**config.mk**
```make
export PLATFORM = sky130hd
export DESIGN_NAME = rqtd_cell
export DESIGN_NICKNAME = d
export VERILOG_FILES = /design/src/hdl/assert_macros.svh /design/src/hdl/rqtd_pkg.sv /design/src/hdl/rqtd_cell.sv
export SDC_FILE = /design/constraint.sdc
export NUM_CORES = 1
export LEC_CHECK = 0
export BUFFER_PORTS_ARGS = -buffer_cell sky130_fd_sc_hd__buf_4
export CAP_MARGIN = 0
export CORE_MARGIN = 5
export CORE_UTILIZATION = 35
export CTS_BUF_LIST = sky130_fd_sc_hd__clkbuf_2
export DETAILED_ROUTE_END_ITERATION = 10
export HOLD_SLACK_MARGIN = 0.12
export PLACE_DENSITY = 0.64
export SKIP_LAST_GASP = 1
export SYNTH_ARGS = -nofsm -noshare
export SYNTH_HDL_FRONTEND = slang
export SYNTH_SLANG_ARGS = --single-unit
```
**constraint.sdc**
```tcl
create_clock -name clk -period 6.7 [get_ports clk]
set_input_delay 0 -clock clk [delete_from_list [all_inputs] [get_ports clk]]
set_output_delay 0 -clock clk [all_outputs]
set_load 0.05 [all_outputs]
```
**src/hdl/assert_macros.svh**
```systemverilog
// Assertion macros shared by the ready queue dispatcher RTL.
// No dependencies; included by files that carry concurrent assertions.
`ifndef ASSERT_MACROS_SVH
`define ASSERT_MACROS_SVH

// Property checked on every clock edge outside reset
`define RQ_ASSERT(lbl, prop, msg) \
  lbl: assert property (@(posedge clk) disable iff (!rst_n) (prop)) else $error(msg);

// Condition in one cycle implies consequence in the next
`define RQ_ASSERT_NEXT(lbl, ante, cons, msg) \
  lbl: assert property (@(posedge clk) disable iff (!rst_n) (ante) |=> (cons)) else $error(msg);

`endif

```
**src/hdl/rqtd_pkg.sv**
```systemverilog
// Shared types and constants of the ready queue task dispatcher.
// No dependencies; used by the cell and the top level.
package rqtd_pkg;

  localparam int QueueDepth = 4;

  // policy register codes
  localparam logic [1:0] ModeFifo = 2'd0;
  localparam logic [1:0] ModeEdf  = 2'd1;
  localparam logic [1:0] ModeRm   = 2'd2;

  // command codes
  localparam logic CmdEnq  = 1'b0;
  localparam logic CmdDisp = 1'b1;

  typedef struct packed {
    logic        cmd;
    logic [3:0]  task_id;
    logic [31:0] task_deadline;
    logic [31:0] task_period;
    logic        busy_req;
  } in_beat_t;

  typedef struct packed {
    logic       grant_valid;
    logic [3:0] grant_task;
    logic       overflow;
    logic [4:0] queue_count;
  } out_beat_t;

  // one queue entry held by a cell
  typedef struct packed {
    logic [3:0]  tid;
    logic [31:0] deadline;
    logic [31:0] period;
  } entry_t;

  // running minimum handed from cell to cell during a search
  typedef struct packed {
    logic        active;
    logic        has;
    logic [31:0] key;
    logic [3:0]  tid;
  } sweep_t;

endpackage

```
**src/hdl/rqtd_cell.sv**
```systemverilog
// One queue slot: holds an entry, shifts toward the head on removal,
// and takes part in the minimum search. Depends on rqtd_pkg.
module rqtd_cell #(
  parameter int IDX   = 0,
  parameter int POS_W = 2
) (
  input  logic              clk,
  input  logic              rst_n,
  input  logic              occ,
  input  logic              key_sel_dl,
  input  logic              wr_en,
  input  rqtd_pkg::entry_t  wr_data,
  input  logic              shift_en,
  input  rqtd_pkg::entry_t  nbr_entry,
  input  rqtd_pkg::sweep_t  sweep_i,
  input  logic [POS_W-1:0]  pos_i,
  output rqtd_pkg::entry_t  entry_o,
  output rqtd_pkg::sweep_t  sweep_o,
  output logic [POS_W-1:0]  pos_o
);

  rqtd_pkg::entry_t entry_r;
  rqtd_pkg::sweep_t sweep_r, sweep_nxt;
  logic [POS_W-1:0] pos_r, pos_nxt;
  logic [31:0]      own_key;
  logic             take;

  // compare own key against the running minimum; strict less keeps the oldest
  always_comb begin
    own_key   = key_sel_dl ? entry_r.deadline : entry_r.period;
    take      = sweep_i.active && occ && (!sweep_i.has || (own_key < sweep_i.key));
    sweep_nxt = sweep_i;
    pos_nxt   = pos_i;
    if (take) begin
      sweep_nxt.has = 1'b1;
      sweep_nxt.key = own_key;
      sweep_nxt.tid = entry_r.tid;
      pos_nxt       = POS_W'(IDX);
    end
  end

  // search token (reset), search payload and entry storage
  always_ff @(posedge clk) begin
    if (!rst_n) begin
      sweep_r.active <= 1'b0;
    end else begin
      sweep_r.active <= sweep_nxt.active;
    end
    sweep_r.has <= sweep_nxt.has;
    sweep_r.key <= sweep_nxt.key;
    sweep_r.tid <= sweep_nxt.tid;
    pos_r       <= pos_nxt;
    if (wr_en) begin
      entry_r <= wr_data;
    end else if (shift_en) begin
      entry_r <= nbr_entry;
    end
  end

  assign entry_o = entry_r;
  assign sweep_o = sweep_r;
  assign pos_o   = pos_r;

endmodule

```
==> reports/metrics.cfg, run 1 <==
[clock_tree]
htree_levels=3
cts.sinks=108
cts.repair.resized=0
root_buffer=clkbuf_2
cts_setup_buffers=0
cts_buffer_depth=2
cts_hold_buf=218
cts-buffers-inserted=9

[synthesis]
synthTopCellsByArea=edfxtp_1, mux2_2, dfxtp_1, ha_1, nand2_1
synth-seq-cells=108
netlist_area_um2=6290
synth_fp_nets=801
ys_warn_count=0
yosysTopAreaCellShare=0.3246
ys_seq_area_frac=0.4520
synth_top_cell_by_area=edfxtp_1
synth.distinct_cells=34
synthCells=588
synth.avg_cell_area_um2=10.70

[floorplanning]
ioPinCount=290
fp.dieH_um=144.1
die_w_um=144.1
initial_core_util=0.3525
num_rows=49

[status]
status=stopped before the end
error=[ERROR RSZ-0060] Max buffer count reached.
lastStage=clock tree synthesis (4_1_cts)

[placement]
hpwl_um=13610
gp_congestion=0.7164
numPortBuffers=289

[stage by stage]
step	util	hold slack, ns	cells	setup slack [ns]	cell area (um^2)
floorplan	-	0.1217	588	4.119	6290
global placement	0.4819	0.2131	1068	3.267	8597
detailed placement	0.4819	0.2215	1068	3.184	8597
[cells by family after synthesis]
group                    Yosys count  share of synthesized area
AO/OA/AOI/OAI                     66                    0.08832
adder cells (fa/ha/maj)           31                    0.06167
buffers and inverters             73                    0.05033
flip-flops                       108                     0.4520
multiplexers                     101                     0.1806
AND/OR/NAND/NOR                  209                     0.1671
[cells in the mapped netlist]
cell / number
or4_1: 1
a311oi_1: 1
mux2_2: 100
nand3_1: 32
nand2b_1: 2
buf_4: 3
nor3_2: 1
clkbuf_2: 2
nand4_1: 4
o311ai_0: 4
o21ai_0: 4
o22ai_4: 1
nor3b_1: 6
or3_1: 31
buf_6: 3
inv_1: 32
nor3_1: 3
nor2_1: 4
a221oi_1: 4
and2_1: 38
buf_1: 4
dfxtp_1: 40
a222oi_1: 32
mux2i_1: 1
edfxtp_1: 68
buf_2: 5
ha_1: 31
or2_2: 1
o22ai_1: 1
a21oi_1: 16
o211ai_1: 2
clkbuf_1: 24
o2111ai_2: 1
nand2_1: 86
==> run 2, diff against run 1 <==
--- a/config.mk
+++ b/config.mk
@@ -8,11 +8,9 @@
 export BUFFER_PORTS_ARGS = -buffer_cell sky130_fd_sc_hd__buf_4
 export CAP_MARGIN = 0
 export CORE_MARGIN = 5
-export CORE_UTILIZATION = 35
-export CTS_BUF_LIST = sky130_fd_sc_hd__clkbuf_2
+export CORE_UTILIZATION = 20
 export DETAILED_ROUTE_END_ITERATION = 10
-export HOLD_SLACK_MARGIN = 0.12
-export PLACE_DENSITY = 0.64
+export PLACE_DENSITY_LB_ADDON = 0.15
 export SKIP_LAST_GASP = 1
 export SYNTH_ARGS = -nofsm -noshare
 export SYNTH_HDL_FRONTEND = slang
==> reports/metrics.cfg, run 2 <==
[status]
status=completed

[synthesis]
synthCells=588  ; unchanged
synth_top_cell_by_area=edfxtp_1
synth_fp_nets=801  ; unchanged
ys.flop_type=edfxtp_1
synthTopCellsByArea=edfxtp_1, mux2_2, dfxtp_1, ha_1, nand2_1
synth.distinct_cells=34  ; unchanged
yosysTopAreaCellShare=0.3246  ; unchanged
netlist_area_um2=6290  ; unchanged
synth-seq-cells=108  ; unchanged
ys_warn_count=0  ; unchanged
synth-async-reset-ratio=0  ; unchanged
synth.avg_cell_area_um2=10.70  ; unchanged
ys_seq_area_frac=0.4520  ; unchanged
yosysMostFrequentCell=mux2_2
synth_edf_count=68  ; unchanged
synth_common_cells=mux2_2, nand2_1, edfxtp_1, dfxtp_1, and2_1

[clock_tree]
htree_levels=3  ; unchanged
cts_setup_buffers=0  ; unchanged
insertion_delay_ns=0.36
clkTransAtPathRegs_ns=0.08
cts_tree=built
cts-buffers-inserted=9  ; unchanged
cts.repair.resized=0  ; unchanged
cts.sinks=108  ; unchanged
root_buffer=clkbuf_16
cts_buffer_depth=2  ; unchanged

[power]
switchingPower_uw=830.6
seqPwrFrac=0.367
p_per_area_nw_per_um2=208.6
swShare=0.3666
clock_power_share=0.232
leakage_uw=0.004595
irDropWorstVdd_mv=0.1261
power_frac_comb=0.401
power.internal_uw=1435

[setup_path]
worstPathArrival_ns=3.44
timing.rr.start=entry_o[49]
startpoint_type=flop
crit_fanout=37
worst-setup-path-type=reg -> reg
reg2reg_depth=9
cp-startpoint=entry_o[49]
r2r_slack_ns=3.46
slowest_delay_ns=0.51
cp_top_family=compound AO/OA/AOI/OAI gates
crit_chain=mux2_2, ha_1, a21oi_1, o22ai_1, o211ai_1, o2111ai_4, buf_4, a221oi_1, o311ai_0
cp.required_ns=6.90
reg2reg_to=sweep_o[3]
end_kind=flop
cpMaxStageDelayCell=o2111ai_4
cp.buffers_inverters=1

[timing]
hold_ws_ns=0.1647
fin_ws_ns=3.460
slew_violations=0
post-route-period-util=0.4836
hold_viol=0
skew_ns=0.01262
worst_slew_pin_slew_ns=1.010
period_minus_slack_ns=3.240
rsz0062_at_grt=no
setup_viol=0
fin_tns_setup_ns=0
clock.fmax_mhz=308.6
timing.slew.headroom=0.3268

[routing]
drtIter0Drc=380
vias=6218
ant_nets=0
wl_per_cell_um=15.65
routed_wl_um=22440
first_pass_iters=6
viasPerCell=4.336
drc=0

[floorplanning]
ioPinCount=290  ; unchanged
core_um2=31310
initial_core_util=0.2009  ; -0.1517
num_rows=65  ; +33%
die_area_um2=35100
fp.dieH_um=187.3  ; +30%
die_w_um=187.3  ; +30%

[layout]
area.growth.synth_to_final_pct=72.67
layout-drive-gt1-share=0.4031
final_nets=1240
layout_common_cells=buf_4, dlygate4sd3_1, mux2_2
fin_cells=1434
diodes=0
layout.cells.most_common=buf_4
largest_register_ffs=68

[placement]
place_inst=1242  ; +16%
dp_slack_ns=3.155  ; -0.02936 ns
hpwl_um=15240  ; +12%
gp_congestion=0.6787  ; -5.3%
numPortBuffers=289  ; unchanged

[hold_path]
hp-start=sweep_i[36]
hold_path_end=sweep_o[36]
min_path_cells=2
min_path_type=in -> reg

[global_route]
grt_usage=0.1231
grt_max_degree=74
overflow=0
grt_pass1_wl_um=34780
antenna_found_initial=1
grt_pass1_vias=6295

[job]
maxCapViolations=0

-- run 2: through the flow --
step / power [uW] / util / area [um^2]
finish: 2265 / 0.3469 / 10860
global route: 2398 / 0.3469 / 10860
CTS: 2316 / 0.3469 / 10860
detailed placement: 1671 / 0.2817 / 8821
global placement: 1670 / 0.2817 / 8821
floorplan: 1365 / - / 6290
-- run 2: layer usage --
metal  wire, um  vias up  global-route usage  share of wire
met5          0        -                   0              0
met1       9479     2914              0.1495           0.42
met4        272        0             0.02986          0.012
met2      10930      221              0.2105           0.49
li1           -     3068                   -              -
met3       1756       15             0.04162          0.078
-- run 2: area by class of cell --
type	instances	area [um^2]
Clock inverter	6	38.79
Multi-Input combinational cell	407	3156
Fill cell	3178	20450
Timing Repair Buffer	469	3961
Sequential cell	108	2843
Tap cell	402	503.0
Inverter	32	120.1
Clock buffer	10	239.0
-- run 2: cell families after synthesis --
kind of cell,Yosys count,synth area share
multiplexers,101,0.1806
flip-flops,108,0.4520
adder cells (fa/ha/maj),31,0.06167
buffers and inverters,73,0.05033
AO/OA/AOI/OAI,66,0.08832
AND/OR/NAND/NOR,209,0.1671
-- run 2: how the worst max path moves through the flow --
stage,to,depth (start not counted)
floorplan,sweep_o[10],9
global placement,sweep_o[1],10
detailed placement,sweep_o[0],10
CTS,sweep_o[0],9
global route,sweep_o[3],9
finish,sweep_o[3],9
-- run 2: what timing repair did --
item                                    in CTS  in global routing
hold buffers                               176                  0
hold endpoints to repair                   107                  0
endpoints found under the setup margin       0                  0
-- run 2: power by group through the flow --
stage / registers (uW) / logic [uW] / clock network, uW
finish: 832 / 908 / 525
global route: 843 / 972 / 583
floorplan: 1130 / 238 / 0
CTS: 834 / 920 / 561
global placement: 848 / 822 / 0
detailed placement: 849 / 822 / 0
Note: power is estimated with default switching activity, not from simulation.
